`src/mcusum_pkg.sv`:
```
// ----------------------------------------------------------------------------
// mcusum_pkg
// Shared widths, register indexes, reset values and sequencer states of the
// multivariate CUSUM chart update block.
// ----------------------------------------------------------------------------
package mcusum_pkg;

  localparam int unsigned DIM_DEF    = 8;
  localparam int unsigned OBS_W      = 16;  // observation / CUSUM component, Q8.8
  localparam int unsigned SUM_W      = 17;  // observation plus CUSUM, Q9.8
  localparam int unsigned ACC_W      = 40;  // squared norm, Q24.16
  localparam int unsigned ROOT_W     = 20;  // distance D, Q12.8
  localparam int unsigned QUO_W      = 17;  // rescaled magnitude before saturation
  localparam int unsigned REM_W      = 21;  // partial remainder of root and divide
  localparam int unsigned CS_W       = 23;  // shared compare-subtract width
  localparam int unsigned MUL_W      = 20;  // shared multiplier operand width
  localparam int unsigned ITER_W     = 5;   // iteration counter
  localparam int unsigned STAT_W     = 32;
  localparam int unsigned K_W        = 16;
  localparam int unsigned H_W        = 32;
  localparam int unsigned CNT_W      = 32;
  localparam int unsigned CFG_IDX_W  = 1;
  localparam int unsigned CFG_DATA_W = 32;

  typedef logic signed [OBS_W-1:0] obs_t;
  typedef logic [STAT_W-1:0]       stat_t;
  typedef logic [CNT_W-1:0]        count_t;
  typedef logic [CFG_IDX_W-1:0]    cfg_idx_t;
  typedef logic [CFG_DATA_W-1:0]   cfg_data_t;

  localparam logic [K_W-1:0] K_RESET = 16'd26;
  localparam logic [H_W-1:0] H_RESET = 32'd655360;

  localparam cfg_idx_t REG_ALLOWANCE_K     = 1'd0;
  localparam cfg_idx_t REG_CONTROL_LIMIT_H = 1'd1;

  typedef enum logic [3:0] {
    ST_IDLE,
    ST_SUM,
    ST_SQR,
    ST_ACC,
    ST_ROOT,
    ST_DIFF,
    ST_STAT,
    ST_SAT,
    ST_RDSUM,
    ST_MAG,
    ST_DIV,
    ST_WB,
    ST_DONE
  } mcu_state_t;

endpackage

```
`src/mcusum_in_if.sv`:
```
// ----------------------------------------------------------------------------
// mcusum_in_if
// Observation component channel: one vector component per transfer.
// ----------------------------------------------------------------------------
interface mcusum_in_if;
  import mcusum_pkg::*;

  logic valid;
  logic ready;
  obs_t obs_component;
  logic is_last;

  modport source (output valid, output obs_component, output is_last, input ready);
  modport sink   (input valid, input obs_component, input is_last, output ready);
endinterface

```
`src/mcusum_out_if.sv`:
```
// ----------------------------------------------------------------------------
// mcusum_out_if
// Chart result channel: one transfer per finished vector.
// ----------------------------------------------------------------------------
interface mcusum_out_if;
  import mcusum_pkg::*;

  logic   valid;
  logic   ready;
  stat_t  chart_stat;
  logic   alarm;
  count_t sample_count;

  modport source (output valid, output chart_stat, output alarm, output sample_count,
                  input ready);
  modport sink   (input valid, input chart_stat, input alarm, input sample_count,
                  output ready);
endinterface

```
`src/mcusum_cfg_if.sv`:
```
// ----------------------------------------------------------------------------
// mcusum_cfg_if
// Register write channel: register index and write data per transfer.
// ----------------------------------------------------------------------------
interface mcusum_cfg_if;
  import mcusum_pkg::*;

  logic      valid;
  logic      ready;
  cfg_idx_t  reg_index;
  cfg_data_t wdata;

  modport source (output valid, output reg_index, output wdata, input ready);
  modport sink   (input valid, input reg_index, input wdata, output ready);
endinterface

```
`src/mcusum_chart_update.sv`:
```
// Mid-vector component: after each transfer, input ready stays low through ST_SUM, ST_SQR and ST_ACC.
// Vector end: the result waits on the 20-step square root and, when D > k, on
// the 17-step divide per received component, both on one shared
// compare-subtract unit.
// Reset (rst_n low, synchronous) clears the CUSUM valid bits, counters,
// registers to their reset values, and the output valid; no clearing pass.
// ----------------------------------------------------------------------------
// mcusum_chart_update
// Crosier multivariate CUSUM update, identity covariance, zero mean. Sums each
// component with the kept CUSUM, accumulates the squared norm, then at vector
// end takes D = isqrt; if D > k it rescales the CUSUM vector by (D-k)/D and
// reports (D-k)^2 against the control limit, else clears the CUSUM and reports zero.
// ----------------------------------------------------------------------------
module mcusum_chart_update #(
  parameter int unsigned DIM = mcusum_pkg::DIM_DEF
) (
  input  logic                clk,
  input  logic                rst_n,
  mcusum_in_if.sink           in_if,
  mcusum_out_if.source        out_if,
  mcusum_cfg_if.sink          cfg_if
);
  import mcusum_pkg::*;

  localparam int unsigned IDX_W = (DIM > 1) ? $clog2(DIM) : 1;
  localparam logic [IDX_W-1:0] LAST_IDX = IDX_W'(DIM - 1);

  // sequencer
  mcu_state_t state_r, state_nxt;

  // configuration
  logic [K_W-1:0] k_r;
  logic [H_W-1:0] h_r;

  // vector storage
  obs_t                    cus_mem [DIM];
  logic signed [SUM_W-1:0] sum_mem [DIM];
  logic [DIM-1:0]          cus_vld_r;
  obs_t                    cus_rd_r;
  logic signed [SUM_W-1:0] sum_rd_r;

  // datapath registers
  logic [IDX_W-1:0]  idx_r;
  logic [IDX_W-1:0]  i_r;
  obs_t              obs_r;
  logic              last_r;
  logic [SUM_W-1:0]  mag_r;
  logic [ACC_W-1:0]  prod_r;
  logic [ACC_W-1:0]  acc_r;
  logic [ACC_W-1:0]  sh_r;
  logic [REM_W-1:0]  rem_r;
  logic [ROOT_W-1:0] root_r;
  logic [ROOT_W-1:0] diff_r;
  logic              neg_r;
  logic [ITER_W-1:0] cnt_r;
  stat_t             stat_r;
  count_t            vcount_r;

  // output stage
  logic   out_valid_r;
  stat_t  out_stat_r;
  logic   out_alarm_r;
  count_t out_count_r;

  // combinational
  logic                    in_xfer;
  logic                    out_free;
  logic                    vec_end;
  logic                    d_above_k;
  obs_t                    cus_eff;
  logic signed [SUM_W-1:0] sum_s;
  logic [SUM_W-1:0]        sum_mag;
  logic [SUM_W-1:0]        rd_mag;
  logic [ACC_W-1:0]        acc_sum;
  logic [MUL_W-1:0]        mul_a, mul_b;
  logic [2*MUL_W-1:0]      mul_p;
  logic [CS_W-1:0]         cs_a, cs_b, cs_dif;
  logic                    cs_ge;
  logic [QUO_W-1:0]        quo;
  logic [QUO_W-1:0]        quo_neg;
  obs_t                    wb_val;
  count_t                  vcount_nxt;

  assign in_xfer   = in_if.valid && in_if.ready;
  assign out_free  = !out_valid_r || out_if.ready;
  assign vec_end   = last_r || (idx_r == LAST_IDX);
  assign d_above_k = root_r > {{(ROOT_W-K_W){1'b0}}, k_r};

  // sum of observation and kept CUSUM, and its magnitude
  assign cus_eff = cus_vld_r[idx_r] ? cus_rd_r : '0;
  assign sum_s   = {obs_r[OBS_W-1], obs_r} + {cus_eff[OBS_W-1], cus_eff};
  assign sum_mag = sum_s[SUM_W-1] ? (~sum_s + 1'b1) : sum_s;
  assign rd_mag  = sum_rd_r[SUM_W-1] ? (~sum_rd_r + 1'b1) : sum_rd_r;
  assign acc_sum = acc_r + prod_r;

  // shared multiplier and compare-subtract unit
  assign mul_p  = {{MUL_W{1'b0}}, mul_a} * {{MUL_W{1'b0}}, mul_b};
  assign cs_ge  = cs_a >= cs_b;
  assign cs_dif = cs_a - cs_b;

  // saturate the rescaled magnitude back to a signed Q8.8 component
  assign quo     = sh_r[QUO_W-1:0];
  assign quo_neg = '0 - quo;
  always_comb begin
    if (neg_r) begin
      wb_val = (quo > QUO_W'(32768)) ? obs_t'(16'sh8000) : quo_neg[OBS_W-1:0];
    end else begin
      wb_val = (quo > QUO_W'(32767)) ? obs_t'(16'sh7FFF) : quo[OBS_W-1:0];
    end
  end

  assign vcount_nxt = (vcount_r == '1) ? vcount_r : vcount_r + 1'b1;

  // next state
  always_comb begin
    state_nxt = state_r;
    unique case (state_r)
      ST_IDLE:  if (in_xfer) state_nxt = ST_SUM;
      ST_SUM:   state_nxt = ST_SQR;
      ST_SQR:   state_nxt = ST_ACC;
      ST_ACC:   state_nxt = vec_end ? ST_ROOT : ST_IDLE;
      ST_ROOT:  if (cnt_r == ITER_W'(ROOT_W - 1)) state_nxt = ST_DIFF;
      ST_DIFF:  state_nxt = d_above_k ? ST_STAT : ST_DONE;
      ST_STAT:  state_nxt = ST_SAT;
      ST_SAT:   state_nxt = ST_RDSUM;
      ST_RDSUM: begin
        if (i_r > idx_r) begin
          state_nxt = (i_r == LAST_IDX) ? ST_DONE : ST_RDSUM;
        end else begin
          state_nxt = ST_MAG;
        end
      end
      ST_MAG:   state_nxt = ST_DIV;
      ST_DIV:   if (cnt_r == ITER_W'(QUO_W - 1)) state_nxt = ST_WB;
      ST_WB:    state_nxt = (i_r == LAST_IDX) ? ST_DONE : ST_RDSUM;
      ST_DONE:  if (out_free) state_nxt = ST_IDLE;
      default:  state_nxt = ST_IDLE;
    endcase
  end

  // outputs and operand selection
  always_comb begin
    in_if.ready = (state_r == ST_IDLE);
    mul_a = '0;
    mul_b = '0;
    cs_a  = '0;
    cs_b  = '0;
    unique case (state_r)
      ST_SQR: begin
        mul_a = MUL_W'(mag_r);
        mul_b = MUL_W'(mag_r);
      end
      ST_STAT: begin
        mul_a = diff_r;
        mul_b = diff_r;
      end
      ST_MAG: begin
        mul_a = MUL_W'(rd_mag);
        mul_b = diff_r;
      end
      ST_ROOT: begin
        cs_a = {rem_r, sh_r[ACC_W-1 -: 2]};
        cs_b = {1'b0, root_r, 2'b01};
      end
      ST_DIV: begin
        cs_a = {2'b00, rem_r[ROOT_W-1:0], sh_r[QUO_W-1]};
        cs_b = {{(CS_W-ROOT_W){1'b0}}, root_r};
      end
      default: begin
        mul_a = '0;
      end
    endcase
  end

  assign cfg_if.ready        = 1'b1;
  assign out_if.valid        = out_valid_r;
  assign out_if.chart_stat   = out_stat_r;
  assign out_if.alarm        = out_alarm_r;
  assign out_if.sample_count = out_count_r;

  // configuration registers
  always_ff @(posedge clk) begin
    if (!rst_n) begin
      k_r <= K_RESET;
      h_r <= H_RESET;
    end else if (cfg_if.valid) begin
      unique case (cfg_if.reg_index)
        REG_ALLOWANCE_K:     k_r <= cfg_if.wdata[K_W-1:0];
        REG_CONTROL_LIMIT_H: h_r <= cfg_if.wdata[H_W-1:0];
        default:             k_r <= k_r;
      endcase
    end
  end

  // CUSUM vector memory, registered read at the current component
  always_ff @(posedge clk) begin
    if (state_r == ST_WB) begin
      cus_mem[i_r] <= wb_val;
    end
    cus_rd_r <= cus_mem[idx_r];
  end

  // sum vector memory, registered read at the rescale index
  always_ff @(posedge clk) begin
    if (state_r == ST_SUM) begin
      sum_mem[idx_r] <= sum_s;
    end
    sum_rd_r <= sum_mem[i_r];
  end

  // control state
  always_ff @(posedge clk) begin
    if (!rst_n) begin
      state_r     <= ST_IDLE;
      cus_vld_r   <= '0;
      idx_r       <= '0;
      i_r         <= '0;
      cnt_r       <= '0;
      acc_r       <= '0;
      vcount_r    <= '0;
      out_valid_r <= 1'b0;
    end else begin
      state_r <= state_nxt;
      // load a new result, or drop the one just transferred
      if ((state_r == ST_DONE) && out_free) begin
        out_valid_r <= 1'b1;
      end else if (out_if.ready) begin
        out_valid_r <= 1'b0;
      end
      case (state_r) inside
        ST_ACC: begin
          cnt_r <= '0;
          if (vec_end) begin
            acc_r <= '0;
          end else begin
            acc_r <= acc_sum;
            idx_r <= idx_r + 1'b1;
          end
        end
        ST_ROOT, ST_DIV: cnt_r <= cnt_r + 1'b1;
        ST_DIFF: begin
          i_r <= '0;
          if (!d_above_k) begin
            cus_vld_r <= '0;
          end
        end
        ST_RDSUM: begin
          if (i_r > idx_r) begin
            cus_vld_r[i_r] <= 1'b0;
            if (i_r != LAST_IDX) i_r <= i_r + 1'b1;
          end
        end
        ST_MAG: cnt_r <= '0;
        ST_WB: begin
          cus_vld_r[i_r] <= 1'b1;
          if (i_r != LAST_IDX) i_r <= i_r + 1'b1;
        end
        ST_DONE: begin
          if (out_free) begin
            vcount_r <= vcount_nxt;
            idx_r    <= '0;
          end
        end
        default: cnt_r <= cnt_r;
      endcase
    end
  end

  // datapath payload
  always_ff @(posedge clk) begin
    case (state_r) inside
      ST_IDLE: begin
        if (in_xfer) begin
          obs_r  <= in_if.obs_component;
          last_r <= in_if.is_last;
        end
      end
      ST_SUM: mag_r <= sum_mag;
      ST_SQR, ST_STAT: prod_r <= mul_p;
      ST_ACC: begin
        sh_r   <= acc_sum;
        rem_r  <= '0;
        root_r <= '0;
      end
      // one root digit per cycle
      ST_ROOT: begin
        sh_r <= {sh_r[ACC_W-3:0], 2'b00};
        if (cs_ge) begin
          rem_r  <= cs_dif[REM_W-1:0];
          root_r <= {root_r[ROOT_W-2:0], 1'b1};
        end else begin
          rem_r  <= cs_a[REM_W-1:0];
          root_r <= {root_r[ROOT_W-2:0], 1'b0};
        end
      end
      ST_DIFF: begin
        diff_r <= root_r - {{(ROOT_W-K_W){1'b0}}, k_r};
        if (!d_above_k) stat_r <= '0;
      end
      ST_SAT: stat_r <= (prod_r[ACC_W-1:STAT_W] != '0) ? '1 : prod_r[STAT_W-1:0];
      // product |sum| * (D-k): top bits seed the remainder, low bits shift in
      ST_MAG: begin
        neg_r <= sum_rd_r[SUM_W-1];
        rem_r <= {1'b0, mul_p[QUO_W+ROOT_W-1:QUO_W]};
        sh_r  <= {{(ACC_W-QUO_W){1'b0}}, mul_p[QUO_W-1:0]};
      end
      // one quotient bit per cycle
      ST_DIV: begin
        sh_r[QUO_W-1:0] <= {sh_r[QUO_W-2:0], cs_ge};
        if (cs_ge) begin
          rem_r <= {1'b0, cs_dif[ROOT_W-1:0]};
        end else begin
          rem_r <= {1'b0, cs_a[ROOT_W-1:0]};
        end
      end
      ST_DONE: begin
        if (out_free) begin
          out_stat_r  <= stat_r;
          out_alarm_r <= stat_r > h_r;
          out_count_r <= vcount_nxt;
        end
      end
      default: neg_r <= neg_r;
    endcase
  end

endmodule

```
`src/flat_wrapper.sv`:
```
// flat-port wrapper written by rule: the top's interface ports become plain ports
module mcusum_chart_update_flat import mcusum_pkg::*;
#(
  parameter int unsigned DIM = mcusum_pkg::DIM_DEF
)
  (clk, rst_n, in_if_valid, in_if_obs_component, in_if_is_last, in_if_ready, out_if_valid, out_if_chart_stat, out_if_alarm, out_if_sample_count, out_if_ready, cfg_if_valid, cfg_if_reg_index, cfg_if_wdata, cfg_if_ready);
  mcusum_in_if in_if_i ();
  mcusum_out_if out_if_i ();
  mcusum_cfg_if cfg_if_i ();
  input  logic clk;
  input  logic rst_n;
  input wire logic [$bits(in_if_i.valid)-1:0] in_if_valid;
  input wire logic [$bits(in_if_i.obs_component)-1:0] in_if_obs_component;
  input wire logic [$bits(in_if_i.is_last)-1:0] in_if_is_last;
  output wire logic [$bits(in_if_i.ready)-1:0] in_if_ready;
  output wire logic [$bits(out_if_i.valid)-1:0] out_if_valid;
  output wire logic [$bits(out_if_i.chart_stat)-1:0] out_if_chart_stat;
  output wire logic [$bits(out_if_i.alarm)-1:0] out_if_alarm;
  output wire logic [$bits(out_if_i.sample_count)-1:0] out_if_sample_count;
  input wire logic [$bits(out_if_i.ready)-1:0] out_if_ready;
  input wire logic [$bits(cfg_if_i.valid)-1:0] cfg_if_valid;
  input wire logic [$bits(cfg_if_i.reg_index)-1:0] cfg_if_reg_index;
  input wire logic [$bits(cfg_if_i.wdata)-1:0] cfg_if_wdata;
  output wire logic [$bits(cfg_if_i.ready)-1:0] cfg_if_ready;
  assign in_if_i.valid = in_if_valid;
  assign in_if_i.obs_component = in_if_obs_component;
  assign in_if_i.is_last = in_if_is_last;
  assign in_if_ready = in_if_i.ready;
  assign out_if_valid = out_if_i.valid;
  assign out_if_chart_stat = out_if_i.chart_stat;
  assign out_if_alarm = out_if_i.alarm;
  assign out_if_sample_count = out_if_i.sample_count;
  assign out_if_i.ready = out_if_ready;
  assign cfg_if_i.valid = cfg_if_valid;
  assign cfg_if_i.reg_index = cfg_if_reg_index;
  assign cfg_if_i.wdata = cfg_if_wdata;
  assign cfg_if_ready = cfg_if_i.ready;
  mcusum_chart_update #(.DIM(DIM)) u_core (.clk(clk), .rst_n(rst_n), .in_if(in_if_i), .out_if(out_if_i), .cfg_if(cfg_if_i));
endmodule
```
`config.mk`:
```
export PLATFORM = sky130hd
export DESIGN_NAME = mcusum_chart_update_flat
export DESIGN_NICKNAME = d
export VERILOG_FILES = /design/src/mcusum_pkg.sv /design/src/mcusum_in_if.sv /design/src/mcusum_out_if.sv /design/src/mcusum_cfg_if.sv /design/src/mcusum_chart_update.sv /design/src/flat_wrapper.sv
export SDC_FILE = /design/constraint.sdc
export NUM_CORES = 2
export LEC_CHECK = 0
export BUFFER_PORTS_ARGS = -buffer_cell sky130_fd_sc_hd__buf_2
export CORE_MARGIN = 2
export CORE_UTILIZATION = 64
export CTS_BUF_LIST = sky130_fd_sc_hd__clkbuf_4 sky130_fd_sc_hd__clkbuf_8 sky130_fd_sc_hd__clkbuf_16
export DETAILED_ROUTE_END_ITERATION = 6
export GPL_TIMING_DRIVEN = 0
export PLACE_DENSITY_LB_ADDON = 0.25
export SYNTH_ARGS = -nofsm -noshare
export SYNTH_HDL_FRONTEND = slang
export SYNTH_SLANG_ARGS = --single-unit
```
`constraint.sdc`:
```
create_clock -name clk -period 11.8 [get_ports clk]
set_input_delay 1.18 -clock clk [delete_from_list [all_inputs] [get_ports clk]]
set_output_delay 1.18 -clock clk [all_outputs]
set_load 0.02 [all_outputs]
```
# ---- Word-level counts from Yosys, hierarchy flattened
# Memories as Yosys holds them, arrays and structs flattened. A register that Yosys moved wholly into a read port is not among the register bits.
# Index checks and enable logic that the tools add are counted.
dict set report totals {
  register_bits 417
  ramBits 264
  inputBits 55
  out_inout_bits 68
  word_cells 221
  mem_count 2
}
# memory depth word_bits rd rd_ports_with_merged_regs write_ports line_no
set memory_table {}
lappend memory_table {u_core.sum_mem 8 17 1 1 1 mcusum_chart_update.sv:37} ;# logic signed [SUM_W-1:0] sum_mem [DIM];
lappend memory_table {u_core.cus_mem 8 16 1 1 1 mcusum_chart_update.sv:36} ;# obs_t cus_mem [DIM];
dict set report classes {
  n_addsub 11
  multipliers 1
  order_cmp 9
  n_eq_ne 35
  mux 80
  bitwise 19
  reduce_logical 39
}
# operator n
set ops {}
lappend ops {{$mux 32} 5}
lappend ops {{$mux 21} 6}
lappend ops {{$mux 17} 7}
lappend ops {{$mux 23} 5}
lappend ops {{$mux 16} 5}
lappend ops {{$pmux 20 s3} 1}
lappend ops {{$pmux 4 s13} 1}
lappend ops {{$mux 3} 17}
lappend ops {{$mux 8} 6}
lappend ops {{$pmux 23 s2} 1}
lappend ops {{$pmux 22 s2} 1}
lappend ops {{$add 40x40->40} 1}
lappend ops {{$mul 20x20->40} 1}
lappend ops {{$mux 20} 2}
lappend ops {{$mux 40} 1}
lappend ops {{$pmux 20 s2} 1}
lappend ops {{$add 17x1->17 const B} 2}
lappend ops {{$not 17->17} 2}
lappend ops {{$add 32x1->32 const B} 1}
lappend ops {{$eq 32x32->1 const B} 1}
lappend ops {{$gt 32x32->1} 1}
lappend ops {{$mux 4} 6}
lappend ops {{$reduce_and 6->1} 4}
lappend ops {{$reduce_and 8->1} 3}
lappend ops {{other kinds (47)} 113}

# ---- Longest topological paths before layout
dict set report logic_depth {
  ltp_word 10
  depth_mapped 35
  mapped_depth_nobuf 33
}

# ---- Worst setup path after synthesis
# No wires, ideal clock.
dict set report synth_path {
  path_type {register -> register}
  from {reg u_core.sum_rd_r[2], read port of u_core.sum_mem}
  to {reg u_core.prod_r[39], data pin}
  arrival_time_ns 8.486
  t_required_ns 11.542
  slack_ns 3.056
  path_stages_with_launch 32
  n_path_buf 2
  period_less_slack_ns 8.744
  cell_sequence {dfxtp_1 -> or4_1 -> or3_1 -> o41ai_1 -> xor2_1 -> o21a_1 -> clkbuf_1 -> nor2_1 -> fa_1 -> fa_1 -> inv_1 -> fa_1 -> inv_1 -> fa_1 -> fa_1 -> fa_1 -> inv_1 -> fa_1 -> inv_1 -> ha_1 -> clkbuf_1 -> nand3_1 -> o221ai_1 -> a31oi_1 -> nor3_1 -> o2111a_1 -> a221o_1 -> a21oi_1 -> o21ai_1 -> a32o_1 -> o41a_1 -> xnor2_1}
}
dict set report synth_via {
  elab_chain_len 5
}
# element line_no
set synth_rtl {}
lappend synth_rtl {{start: declaration} mcusum_chart_update.sv:40} ;# logic signed [SUM_W-1:0] sum_rd_r;
lappend synth_rtl {{$not 17->17} mcusum_chart_update.sv:93} ;# assign rd_mag = sum_rd_r[SUM_W-1] ? (~sum_rd_r + 1'b1) : sum_rd_r;
lappend synth_rtl {{$add 17x1->17} mcusum_chart_update.sv:93}
lappend synth_rtl {{$mux 17 *} mcusum_chart_update.sv:93}
lappend synth_rtl {{$pmux 20 s3 *} mcusum_chart_update.sv:148} ;# unique case (state_r)
lappend synth_rtl {{$mul 20x20->40 *} mcusum_chart_update.sv:97} ;# assign mul_p = {{MUL_W{1'b0}}, mul_a} * {{MUL_W{1'b0}}, mul_b};
lappend synth_rtl {{via u_core.mul_p[39]} mcusum_chart_update.sv:76} ;# logic [2*MUL_W-1:0] mul_p;
lappend synth_rtl {{end signal: assignment} mcusum_chart_update.sv:279} ;# ST_SQR, ST_STAT: prod_r <= mul_p;
lappend synth_rtl {{end: declaration} mcusum_chart_update.sv:48} ;# logic [ACC_W-1:0] prod_r;
# The timed path passes the listed nets; every way through them passes the cells marked *.
# A chain may end at the register's enable or synchronous reset.

# ---- Worst setup path after layout
dict set report layout_path {
  from {reg u_core.state_r[2]}
  to {reg u_core.prod_r[39], data pin}
}
dict set report layout_via {
  elab_chain_len 4
}
# element line_no
set layout_rtl {}
lappend layout_rtl {{start: declaration} mcusum_chart_update.sv:29} ;# mcu_state_t state_r, state_nxt;
lappend layout_rtl {{start signal: assignment} mcusum_chart_update.sv:223} ;# state_r <= state_nxt;
lappend layout_rtl {{$eq 4x3->1 or $eq 4x4->1 (tied branches)} mcusum_chart_update.sv:148}
lappend layout_rtl {{$reduce_or 2->1 (no source line)} --}
lappend layout_rtl {{$pmux 20 s2} mcusum_chart_update.sv:148}
lappend layout_rtl {{$mul 20x20->40 *} mcusum_chart_update.sv:97}
lappend layout_rtl {{via u_core.mul_p[39]} mcusum_chart_update.sv:76}
# Marked as above.

==> flow_summary.toml <==
[outcome]
outcome = "finished with violations"
failed_checks = "design-rule violations, max-slew violations"

[place]
post-place-ws_ns = 1.21
hpwl_mm = 102
portBuffers = 120
place.gp.congestion = 1.03

[synth]
ys_seq_elements = 714
ys_seq_area_share_pct = 42.2
syn_inst = 4456
syn_area_sq_um = 46600
avgSynthCellArea_sq_um = 10.4
synth-main-ff-cell = "edfxtp_1"
syn_nets = 5124
async_flop_share_pct = 0
yosysWarningCount = 0
synth_edf_count = 537
ys_types = 77

[sta]
holdWs_ns = 0.453
slew_headroom_pct = -1.07
setup-violations-final = 0
fin_setup_tns_ns = 0
worst_slack_ns = 0.879
maxSlewViolCount = 20
rsz0062_at_grt = "false"
min_period_ns = 10.92
hold_viol = 0
fin_crit_sh_pct = 92.5
finalClockSkew_ns = 0.0515
max_clock_freq_ghz = 0.0916
worst_pin_slew_ns = 1.52

[drt]
antenna_left = 0
drc_errors = 2
wl_per_cell_microns = 23.7
drtIter0Drc = 4174
via_per_inst = 6.28
finalWirelength_mm = 135
vias = 35767
firstDrtPassIters = 7

[clock_network]
cts_resized = 0
insertion_delay_ns = 0.65
hold_buffers = 0
cts_buffer_depth = 3
post_cts_buffers = 0
cts_tree = "done"
htree_levels = 3
clockRootBuffer = "clkbuf_16"
clock-sinks = 714
cts_buffers = 74
clk_pin_slew_ns = 0.06

[global_route]
grt_start_max_net_pins = 43
antenna_found_initial = 11
grt_pass1_wl_mm = 205
grt_pass1_vias = 34941
gr-total-overflow = 0
track_usage_pct = 36.4

[min_path]
hold_path.class = "reg -> reg"

[power_and_ir_drop]
p_per_area_nw_per_um2 = 177
p_leak_nw = 21.3
power.total_mw = 9.09
ir_drop_mv = 0.155

[final_layout]
layout_commonest_cell = "edfxtp_1"
final_cell_mix = "537 x edfxtp_1, 513 x inv_1, 481 x nand2_1"
final_util_pct = 71.7
finalNetCount = 5340
fillerInstances = 5051
drive_above_1_share_pct = 6.53
regArea_sq_um = 19700
multi_input_area_sq_um = 24300
area_growth_pct = 10.4

[die]
core_sq_um = 71700
ios = 123
fp.dieW_microns = 274
start_util_pct = 64.9
die_area_sq_um = 74900
row_count = 98
die_h_microns = 274

[worst_setup_path]
critPathMaxFanout = 10
slowest_stage = "a22oi_1"
path_common_cell = "fa_1"
critPathLaunchType = "flop"
crit_required_ns = 12.17
slowest_delay_ns = 0.89
crit_type = "reg -> reg"
crit_arrival_ns = 11.29
cp-end-kind = "flop"

[run]
maxCapViolCount = 0
[power breakdown]
| part | total (mW) | switching, mW | leakage (nW) | internal [mW] |
|---|---|---|---|---|
| combinational | 3.10 | 2.10 | 13.6 | 1.00 |
| clock | 2.51 | 1.02 | 1.32 | 1.50 |
| sequential | 3.47 | 0.266 | 6.39 | 3.21 |
[Yosys cell counts, drive strengths merged, types with 20 or more instances]
library cell / count / share of area [%]
edfxtp: 537 / 35
inv: 513 / 4.1
nand2: 482 / 3.9
nor2: 394 / 3.2
fa: 324 / 14
ha: 289 / 7.8
a22oi: 194 / 3.1
clkbuf: 181 / 1.5
dfxtp: 177 / 7.6
a21oi: 148 / 1.6
o21ai: 138 / 1.5
xnor2: 133 / 2.5
a22o: 91 / 1.7
a21o: 87 / 1.4
xor2: 71 / 1.3
nand4: 66 / 0.89
nor2b: 62 / 0.83
a21boi: 58 / 0.94
nor3: 56 / 0.63
and2: 53 / 0.71
nand3: 53 / 0.57
and3: 39 / 0.52
o21a: 33 / 0.53
or3: 28 / 0.42
o21bai: 21 / 0.34
nand2b: 20 / 0.27
[flip-flops by register name (all words and copies together) (netlist names), 4 cells and up]
name	cells
u_core.mag_r	17
u_core.stat_r	32
u_core.cnt_r	5
u_core.cus_vld_r	8
u_core.sh_r	40
u_core.sum_rd_r	17
u_core.state_r	4
u_core.out_if.sample_count	32
u_core.k_r	16
u_core.obs_r	16
u_core.root_r	20
u_core.h_r	32
u_core.rem_r	21
u_core.prod_r	40
u_core.cus_mem	128
u_core.cus_rd_r	16
u_core.out_if.chart_stat	32
u_core.diff_r	20
u_core.acc_r	40
u_core.sum_mem	136
u_core.vcount_r	32
[final cells by class]
| cell class | count | share of cell area (%) |
|---|---|---|
| Multi-Input combinational cell | 3032 | 47.3 |
| Sequential cell | 714 | 38.3 |
| Clock buffer | 94 | 4.00 |
| Inverter | 517 | 3.79 |
| Tap cell | 950 | 2.31 |
| Timing Repair Buffer | 140 | 1.70 |
| Buffer | 193 | 1.44 |
| Clock inverter | 44 | 1.20 |
| Antenna cell | 7 | 0.0341 |
[routing by layer]
metal	GRT usage (%)	vias up	wire length [microns]
li1	-	15903	-
met1	48.8	17335	51700
met2	56.0	2084	60900
met3	8.04	443	14800
met4	18.4	2	7640
met5	0	-	13
[worst max-delay path, delay by kind of cell (launching register included)]
family | cells | cell delay [ns]
buf+inv | 10 | 1.92
flops | 1 | 0.31
fa+ha+maj | 8 | 3.88
compound gates | 10 | 3.36
simple gates | 5 | 1.02
xor+xnor | 1 | 0.16
[worst paths after layout]
check                                        from                 to  slack, ns  cells after the start
worst max-delay path            u_core.state_r[2]  u_core.prod_r[39]       0.88                     34
worst min-delay path              u_core.cnt_r[4]    u_core.cnt_r[4]       0.45                      1
worst max register to register  u_core.state_r[2]  u_core.prod_r[39]       0.88                     34
worst min register to register    u_core.cnt_r[4]    u_core.cnt_r[4]       0.45                      1
[kinds of logic (layout without fill, tap and decap cells)]
family                     after synthesis  count (layout)  share of synthesized area (%)
adders and majority gates              613             613                           21.7
other                                    1               8                        0.00806
xor gates and xnor gates               204             204                           3.84
buffers and inverters                  710             988                           5.76
AOI/OAI and AO/OA                      920             920                           13.8
muxes                                   10              10                          0.218
and+or+nand+nor                       1284            1284                           12.4
DFF                                    714             714                           42.2
[stage by stage]
step	cell area, sq um	instances
after global routing	51400	5691
after global placement	48300	5526
final	51400	5691
after CTS	51400	5684
after detailed placement	48700	5546
after floorplan	46600	4456
(Power assumes the default switching activity.)
